**src/hw/rtl/rtpfp_pkg.sv**
```systemverilog
// Shared types and constants for the RTP frame packetizer.
// No dependencies; used by every module of the block.
package rtpfp_pkg;

   // register indexes on the csr port
   localparam logic [1:0] CSR_SSRC = 2'd0;
   localparam logic [1:0] CSR_PTYPE = 2'd1;

   // header layout: 12-byte RTP header plus 8-byte extension
   localparam int HDR_BYTES = 20;
   localparam int HDR_IDX_W = 5;

   localparam logic [7:0] HDR_VPXCC = 8'h90;   // V=2, X=1, CC=0
   localparam logic [7:0] EXT_PROFILE_HI = 8'hBE;
   localparam logic [7:0] EXT_PROFILE_LO = 8'hDE;
   localparam logic [7:0] EXT_LEN_HI = 8'h00;
   localparam logic [7:0] EXT_LEN_LO = 8'h01;
   localparam logic [7:0] EXT_ELEM_ID_LEN = 8'h32;  // id 3, length field 2

   typedef struct packed {
      logic [31:0] ssrc;
      logic [6:0] ptype;
   } cfg_type;

   // one classified input item, front to back
   typedef struct packed {
      logic hdr;            // packet start: header goes out first
      logic marker;
      logic [15:0] seq;
      logic [31:0] stamp;
      logic [23:0] ast;
      logic [7:0] data;
      logic pend;
      logic fend;
   } desc_type;

endpackage

```
**src/hw/rtl/rtp_frame_packetizer_core.sv**
```systemverilog
// RTP frame packetizer top level: classifier, descriptor queue, serializer.
// Order: at a packet start the header bytes go out first, then the payload
// byte; a transaction inside a packet gives its payload byte alone.
// Throughput, while pop is held: one output byte per cycle from the serializer;
// one transaction per cycle inside a packet, while a packet start stays queued through its header.
// Synchronous reset clears counters, registers, queue and output stage.
module rtp_frame_packetizer_core #(
   parameter int PACKET_PAYLOAD_BYTES = 1200,
   parameter int QUEUE_DEPTH = 4
) (
   input logic clock,
   input logic reset,
   input logic push,
   output logic full,
   input logic [7:0] req_data_byte,
   input logic [15:0] req_frame_bytes,
   input logic [31:0] req_time_us,
   output logic empty,
   input logic pop,
   output logic [7:0] rsp_out_byte,
   output logic rsp_packet_end,
   output logic rsp_frame_end,
   output logic rsp_is_payload,
   input logic csr_we,
   input logic [1:0] csr_index,
   input logic [31:0] csr_wdata
);

   rtpfp_pkg::cfg_type cfg_ff, cfg_in;
   rtpfp_pkg::desc_type new_desc, head_desc;
   logic accept, head_valid, head_pop, q_empty;

   always_comb begin
      cfg_in = cfg_ff;
      if (csr_we) begin
         case (csr_index)
            rtpfp_pkg::CSR_SSRC: cfg_in.ssrc = csr_wdata;
            rtpfp_pkg::CSR_PTYPE: cfg_in.ptype = csr_wdata[6:0];
            default: cfg_in = cfg_ff;
         endcase
      end
   end

   always_ff @(posedge clock) begin
      if (reset) begin
         cfg_ff <= '0;
      end else begin
         cfg_ff <= cfg_in;
      end
   end

   assign accept = push && !full;
   assign head_valid = !q_empty;

   rtpfp_classifier #(
      .PACKET_PAYLOAD_BYTES(PACKET_PAYLOAD_BYTES)
   ) u_classifier (
      .clock(clock),
      .reset(reset),
      .accept(accept),
      .data_byte(req_data_byte),
      .frame_bytes(req_frame_bytes),
      .time_us(req_time_us),
      .desc(new_desc)
   );

   rtpfp_desc_fifo #(
      .DEPTH(QUEUE_DEPTH)
   ) u_queue (
      .clock(clock),
      .reset(reset),
      .push(push),
      .wr_desc(new_desc),
      .full(full),
      .pop(head_pop),
      .rd_desc(head_desc),
      .empty(q_empty)
   );

   rtpfp_serializer u_serializer (
      .clock(clock),
      .reset(reset),
      .cfg(cfg_ff),
      .head(head_desc),
      .head_valid(head_valid),
      .head_pop(head_pop),
      .out_byte(rsp_out_byte),
      .packet_end(rsp_packet_end),
      .frame_end(rsp_frame_end),
      .is_payload(rsp_is_payload),
      .empty(empty),
      .pop(pop)
   );

   // frame end only ever lands on a packet's last byte
   a_fend_pend: assert property (@(posedge clock) disable iff (reset)
      (!empty && rsp_frame_end) |-> rsp_packet_end)
      else $error("frame_end without packet_end");

   // header bytes never close a packet
   a_hdr_no_end: assert property (@(posedge clock) disable iff (reset)
      (!empty && !rsp_is_payload) |-> (!rsp_packet_end && !rsp_frame_end))
      else $error("packet_end on a header byte");

   // a header burst runs without gaps: its descriptor stays queued
   a_hdr_burst: assert property (@(posedge clock) disable iff (reset)
      (!empty && pop && !rsp_is_payload) |=> !empty)
      else $error("gap inside header burst");

endmodule

```
**src/hw/rtl/rtpfp_classifier.sv**
```systemverilog
// Front end: tracks frame and packet position, numbers packets and builds
// one descriptor per accepted transaction. Depends on rtpfp_pkg.
module rtpfp_classifier #(
   parameter int PACKET_PAYLOAD_BYTES = 1200
) (
   input logic clock,
   input logic reset,
   input logic accept,
   input logic [7:0] data_byte,
   input logic [15:0] frame_bytes,
   input logic [31:0] time_us,
   output rtpfp_pkg::desc_type desc
);

   localparam int CW = (PACKET_PAYLOAD_BYTES > 1) ? $clog2(PACKET_PAYLOAD_BYTES) : 1;
   localparam logic [16:0] PPB17 = 17'(PACKET_PAYLOAD_BYTES);
   localparam logic [CW:0] PPBC = (CW + 1)'(PACKET_PAYLOAD_BYTES);

   logic [15:0] seq_ff, seq_in;
   logic [31:0] stamp_ff, stamp_in;
   logic [15:0] foff_ff, foff_in;
   logic [CW-1:0] chunk_ff, chunk_in;

   logic start, frame_start, fend, pend, marker;
   logic [15:0] seq_next;
   logic [31:0] stamp_use;

   always_comb begin
      start = (chunk_ff == '0);
      frame_start = (foff_ff == '0);
      seq_next = seq_ff + 16'd1;
      stamp_use = frame_start ? time_us : stamp_ff;
      marker = ({1'b0, frame_bytes} <= ({1'b0, foff_ff} + PPB17));
      fend = (({1'b0, foff_ff} + 17'd1) >= {1'b0, frame_bytes});
      pend = fend || (({1'b0, chunk_ff} + (CW + 1)'(1)) >= PPBC);

      desc.hdr = start;
      desc.marker = marker;
      desc.seq = seq_next;
      desc.stamp = stamp_use;
      desc.ast = time_us[23:0];
      desc.data = data_byte;
      desc.pend = pend;
      desc.fend = fend;

      seq_in = seq_ff;
      stamp_in = stamp_ff;
      foff_in = foff_ff;
      chunk_in = chunk_ff;
      if (accept) begin
         if (start) begin
            seq_in = seq_next;
            stamp_in = stamp_use;
         end
         foff_in = fend ? '0 : foff_ff + 16'd1;
         chunk_in = pend ? '0 : chunk_ff + CW'(1);
      end
   end

   always_ff @(posedge clock) begin
      if (reset) begin
         seq_ff <= '0;
         stamp_ff <= '0;
         foff_ff <= '0;
         chunk_ff <= '0;
      end else begin
         seq_ff <= seq_in;
         stamp_ff <= stamp_in;
         foff_ff <= foff_in;
         chunk_ff <= chunk_in;
      end
   end

endmodule

```
**src/hw/rtl/rtpfp_desc_fifo.sv**
```systemverilog
// Short descriptor queue between classifier and serializer.
// Depends on rtpfp_pkg for the descriptor type.
module rtpfp_desc_fifo #(
   parameter int DEPTH = 4
) (
   input logic clock,
   input logic reset,
   input logic push,
   input rtpfp_pkg::desc_type wr_desc,
   output logic full,
   input logic pop,
   output rtpfp_pkg::desc_type rd_desc,
   output logic empty
);

   localparam int PW = (DEPTH > 1) ? $clog2(DEPTH) : 1;
   localparam int CNTW = $clog2(DEPTH + 1);
   localparam logic [PW-1:0] LAST = PW'(DEPTH - 1);
   localparam logic [CNTW-1:0] DEPTH_C = CNTW'(DEPTH);

   rtpfp_pkg::desc_type mem_ff [DEPTH];
   logic [PW-1:0] wr_ptr_ff, wr_ptr_in, rd_ptr_ff, rd_ptr_in;
   logic [CNTW-1:0] count_ff, count_in;
   logic do_push, do_pop;

   always_comb begin
      full = (count_ff == DEPTH_C);
      empty = (count_ff == '0);
      do_push = push && !full;
      do_pop = pop && !empty;
      rd_desc = mem_ff[rd_ptr_ff];
      wr_ptr_in = wr_ptr_ff;
      rd_ptr_in = rd_ptr_ff;
      if (do_push) wr_ptr_in = (wr_ptr_ff == LAST) ? '0 : wr_ptr_ff + PW'(1);
      if (do_pop) rd_ptr_in = (rd_ptr_ff == LAST) ? '0 : rd_ptr_ff + PW'(1);
      count_in = count_ff + CNTW'(do_push) - CNTW'(do_pop);
   end

   always_ff @(posedge clock) begin
      if (do_push) mem_ff[wr_ptr_ff] <= wr_desc;
   end

   always_ff @(posedge clock) begin
      if (reset) begin
         wr_ptr_ff <= '0;
         rd_ptr_ff <= '0;
         count_ff <= '0;
      end else begin
         wr_ptr_ff <= wr_ptr_in;
         rd_ptr_ff <= rd_ptr_in;
         count_ff <= count_in;
      end
   end

endmodule

```
**src/hw/rtl/rtpfp_serializer.sv**
```systemverilog
// Back end: turns the head descriptor into header bytes and the payload
// byte, one per cycle into the output register while it is empty or popped. Depends on rtpfp_pkg.
module rtpfp_serializer (
   input logic clock,
   input logic reset,
   input rtpfp_pkg::cfg_type cfg,
   input rtpfp_pkg::desc_type head,
   input logic head_valid,
   output logic head_pop,
   output logic [7:0] out_byte,
   output logic packet_end,
   output logic frame_end,
   output logic is_payload,
   output logic empty,
   input logic pop
);

   localparam logic [rtpfp_pkg::HDR_IDX_W-1:0] HDR_END =
      rtpfp_pkg::HDR_IDX_W'(rtpfp_pkg::HDR_BYTES);

   logic [rtpfp_pkg::HDR_IDX_W-1:0] idx_ff, idx_in;
   logic valid_ff, valid_in;
   logic [7:0] byte_ff, byte_in;
   logic pend_ff, pend_in, fend_ff, fend_in, pay_ff, pay_in;
   logic load, emit_hdr;
   logic [7:0] hdr_byte;

   always_comb begin
      case (idx_ff)
         5'd0: hdr_byte = rtpfp_pkg::HDR_VPXCC;
         5'd1: hdr_byte = {head.marker, cfg.ptype};
         5'd2: hdr_byte = head.seq[15:8];
         5'd3: hdr_byte = head.seq[7:0];
         5'd4: hdr_byte = head.stamp[31:24];
         5'd5: hdr_byte = head.stamp[23:16];
         5'd6: hdr_byte = head.stamp[15:8];
         5'd7: hdr_byte = head.stamp[7:0];
         5'd8: hdr_byte = cfg.ssrc[31:24];
         5'd9: hdr_byte = cfg.ssrc[23:16];
         5'd10: hdr_byte = cfg.ssrc[15:8];
         5'd11: hdr_byte = cfg.ssrc[7:0];
         5'd12: hdr_byte = rtpfp_pkg::EXT_PROFILE_HI;
         5'd13: hdr_byte = rtpfp_pkg::EXT_PROFILE_LO;
         5'd14: hdr_byte = rtpfp_pkg::EXT_LEN_HI;
         5'd15: hdr_byte = rtpfp_pkg::EXT_LEN_LO;
         5'd16: hdr_byte = rtpfp_pkg::EXT_ELEM_ID_LEN;
         5'd17: hdr_byte = head.ast[23:16];
         5'd18: hdr_byte = head.ast[15:8];
         5'd19: hdr_byte = head.ast[7:0];
         default: hdr_byte = 8'h00;
      endcase
   end

   always_comb begin
      load = !valid_ff || pop;
      emit_hdr = head.hdr && (idx_ff != HDR_END);
      head_pop = load && head_valid && !emit_hdr;

      idx_in = idx_ff;
      valid_in = valid_ff;
      byte_in = byte_ff;
      pend_in = pend_ff;
      fend_in = fend_ff;
      pay_in = pay_ff;
      if (load) begin
         valid_in = head_valid;
         if (head_valid) begin
            if (emit_hdr) begin
               idx_in = idx_ff + rtpfp_pkg::HDR_IDX_W'(1);
               byte_in = hdr_byte;
               pend_in = 1'b0;
               fend_in = 1'b0;
               pay_in = 1'b0;
            end else begin
               idx_in = '0;
               byte_in = head.data;
               pend_in = head.pend;
               fend_in = head.fend;
               pay_in = 1'b1;
            end
         end
      end

      out_byte = byte_ff;
      packet_end = pend_ff;
      frame_end = fend_ff;
      is_payload = pay_ff;
      empty = !valid_ff;
   end

   always_ff @(posedge clock) begin
      if (reset) begin
         idx_ff <= '0;
         valid_ff <= 1'b0;
      end else begin
         idx_ff <= idx_in;
         valid_ff <= valid_in;
      end
   end

   always_ff @(posedge clock) begin
      byte_ff <= byte_in;
      pend_ff <= pend_in;
      fend_ff <= fend_in;
      pay_ff <= pay_in;
   end

endmodule
```
**config.mk**
```make
export PLATFORM = sky130hd
export DESIGN_NAME = rtp_frame_packetizer_core
export DESIGN_NICKNAME = d
export VERILOG_FILES = /design/src/hw/rtl/rtpfp_pkg.sv /design/src/hw/rtl/rtp_frame_packetizer_core.sv /design/src/hw/rtl/rtpfp_classifier.sv /design/src/hw/rtl/rtpfp_desc_fifo.sv /design/src/hw/rtl/rtpfp_serializer.sv
export SDC_FILE = /design/constraint.sdc
export NUM_CORES = 1
export LEC_CHECK = 0
export ABC_AREA = 1
export BUFFER_PORTS_ARGS = -buffer_cell sky130_fd_sc_hd__buf_2
export CAP_MARGIN = 20
export CORE_MARGIN = 2
export CORE_UTILIZATION = 40
export DETAILED_ROUTE_END_ITERATION = 8
export SLEW_MARGIN = 15
export SYNTH_ARGS = -nofsm -noshare
export SYNTH_HDL_FRONTEND = slang
export SYNTH_SLANG_ARGS = --single-unit
```
**constraint.sdc**
```tcl
create_clock -name clock -period 12.5 [get_ports clock]
set_input_delay 2.5 -clock clock [delete_from_list [all_inputs] [get_ports clock]]
set_output_delay 2.5 -clock clock [all_outputs]
set_load 0.005 [all_outputs]
```
==> impl_metrics.ini <==
[outcome]
status = finished clean

[setup_path]
crit_chain = buf_2 > inv_1 > nor2_1 > buf_4 > inv_2 > nor2_4 > buf_4
cp-start-kind = primary input
path_max_fanout = 56
required_ns = 12.69
crit_buf_inv = 5
criticalPathCategory = primary input to flop
cp_data_arrival_time_ns = 5.07
end_kind = flop
crit_top_cell = buf_4
path_delay_family = buffers and inverters
crit_slowest_cell = nor2_4
slowest_delay_ns = 0.91

[pwr]
pwr-share-comb_pct = 26.9
p_sw_mw = 1.66
vdd_ir_drop_max_uv = 88.6
p_int_mw = 3.23
power.density_cell_area_nw_per_um2 = 204
clockPowerShare_pct = 30.0
p_seq_share_pct = 43.1
netSwitchingFraction_pct = 33.9
cellLeakagePower_nw = 9.30

[timing]
rsz0062_at_grt = no
hold_viol_final = 0
hold-worst-slack_ns = 0.452
maxSlewViolCount = 0
fin_skew_ns = 0.0158
max_freq_mhz = 205
fin_tns_setup_ns = 0
finalCritPeriodShare_pct = 39.0
slew_headroom_pct = 27.9
worst_pin_slew_ns = 1.08
setup_viol = 0
min_period_ns = 4.88

[synth]
synth_edf_count = 347
yosysMostFrequentCell = nor2_1
ys_top_cells_by_count = 424 x nor2_1, 347 x edfxtp_1, 345 x nand2_1
yosysWarnings = 0
ys_seq_area_share_pct = 61.3
syn_avg_cell_area_um2 = 9.79
synth_top_cell_by_area = edfxtp_1
synth_cell_type_count = 41
ys_ff_latch = 476
yosysTopAreaCellShare_pct = 49.1
synthFlopType = edfxtp_1
netlist_top_cells_area = edfxtp_1 49%, dfxtp_1 12%, nor2_1 7.5%
syn-instance-count = 2169
synth_async_sr_flop_share_pct = 0
netlist_area_um2 = 21200
synth_nets = 2316

[cts]
cts_made_buffers = 49
clk_latency_ns = 0.57
htreeDepth = 2
numClockSinks = 476
cts_root_buf = clkbuf_16
tritoncts = yes
postCtsResizedCells = 0
clockBufferDepth = 3
postCtsHoldBufs = 0
path_clk_slew_ns = 0.06
cts_setup_buffers = 0

[grt]
met2_usage_pct = 33.6
globalRoute.totalOverflow = 0
grt_pass1_vias = 14936
grt.busiest_layer = met2
grt_first_pass_wirelength_mm = 84.1
antenna_found_initial = 2
grt_max_degree = 77
met1_usage_pct = 26.4
gr-usage-all-layers_pct = 19.9
met3_usage_pct = 2.88

[routing]
drt-wirelength-per-cell_um = 18.5
first_pass_iters = 5
drt-total-wl_mm = 55.1
dr_total_vias = 15553
drtIter0Drc = 1230
viasPerCell = 5.23
drc = 0
antenna_left = 0

[placement]
gp_congestion = 0.880
dp_hpwl_mm = 34.4
placedCellCount = 2882
io_buffers = 107

[floorplanning]
dieArea_um2 = 54900
rows = 84
start_util_pct = 40.4
die_w_um = 234
ios = 108
dieHeight_um = 234
core_um2 = 52600

[layout]
drive_above_1_share_pct = 12.1
final-instance-count-excl-fill = 2974
area_delta_synth_final_pct = 12.7
fill_cells = 4901
nets = 2392
n_antenna_cell = 0

[flow_run]
drv_cap = 0

[worst_hold_path]
min_path_type = flop to flop
-- flip-flops by register name, indices dropped and copies added (netlist names), 5 cells and up, named ones only --
signal / cells
cfg_ff: 39
u_classifier.chunk_ff: 11
u_queue.mem_ff: 336
u_classifier.stamp_ff: 32
u_classifier.seq_ff: 16
u_serializer.out_byte: 8
u_serializer.idx_ff: 5
u_classifier.foff_ff: 16
-- stage by stage --
step	utilization [%]	power (mW)	area (µm²)	worst slack, ns
floorplan	-	3.03	21200	5.28
global placement	42.4	3.41	22300	7.06
detailed placement	42.4	3.45	22300	6.97
CTS	45.5	4.91	23900	7.57
global route	45.5	5.15	23900	7.44
finish	45.5	4.88	23900	7.62
-- logic make-up (layout without fill, tap and decap cells) --
logic type,count (synthesis),in the layout,share of synthesized area (%)
simple gates,921,921,18.0
flops,476,476,61.3
compound gates,427,427,10.7
buf+inv,249,366,5.09
fa+ha+maj,52,52,3.10
xor+xnor,44,44,1.82
-- placed cells by master, fill, tap and decap left out, drive strengths merged, types with 2 or more instances in the layout --
cell	synthesis	layout
buf	49	128
o22ai	76	76
nor3	12	12
ha	51	51
a21oi	61	61
xnor2	2	2
nand3	67	67
clkinv	3	14
clkbuf	54	72
o21ai	281	281
nand2	376	376
clkinvlp	0	2
nand4	17	17
bufinv	0	4
dfxtp	129	129
a211oi	4	4
inv	143	146
nand3b	2	2
xor2	42	42
o31ai	2	2
edfxtp	347	347
nor2	441	441
nor4	5	5
-- layer usage --
metal  vias up  share of wire [%]
met1      7484                 44
met5         -              0.024
met3        83                5.9
li1       7520                  -
met4         2                2.7
met2       464                 47
-- final cells by class --
type / instances / area (µm²) / share of cell area (%)
inverter: 146 / 551 / 2.30
tap: 688 / 861 / 3.60
multi-input combinational: 1444 / 7180 / 30.0
clock buffer: 72 / 1410 / 5.88
sequential: 476 / 13000 / 54.4
clock inverter: 20 / 213 / 0.889
timing repair buffer: 128 / 693 / 2.90
-- worst min-delay path, delay by kind of cell (launching register included) --
family	cells	cell delay, ns
flops	1	0.31
buf+inv	1	0.05
compound gates	1	0.05
-- power groups by stage --
stage	Combinational, mW	Clock [mW]	Sequential [mW]
6_report	1.31	1.46	2.11
3_5_place_dp	1.31	0	2.14
5_1_grt	1.47	1.55	2.13
4_1_cts	1.31	1.49	2.11
3_3_place_gp	1.28	0	2.13
2_1_floorplan	0.927	0	2.10
-- path summary, 6_finish.rpt --
path | from | end | slack (ns) | depth (start not counted)
max | push | u_queue.mem_ff[3][43] | 7.62 | 7
min | cfg_ff[3] | cfg_ff[3] | 0.45 | 2
max reg2reg | u_queue.count_ff[1] | u_queue.mem_ff[3][43] | 9.14 | 6
min reg2reg | cfg_ff[3] | cfg_ff[3] | 0.45 | 2
Note: power is estimated with default switching activity, not from simulation.
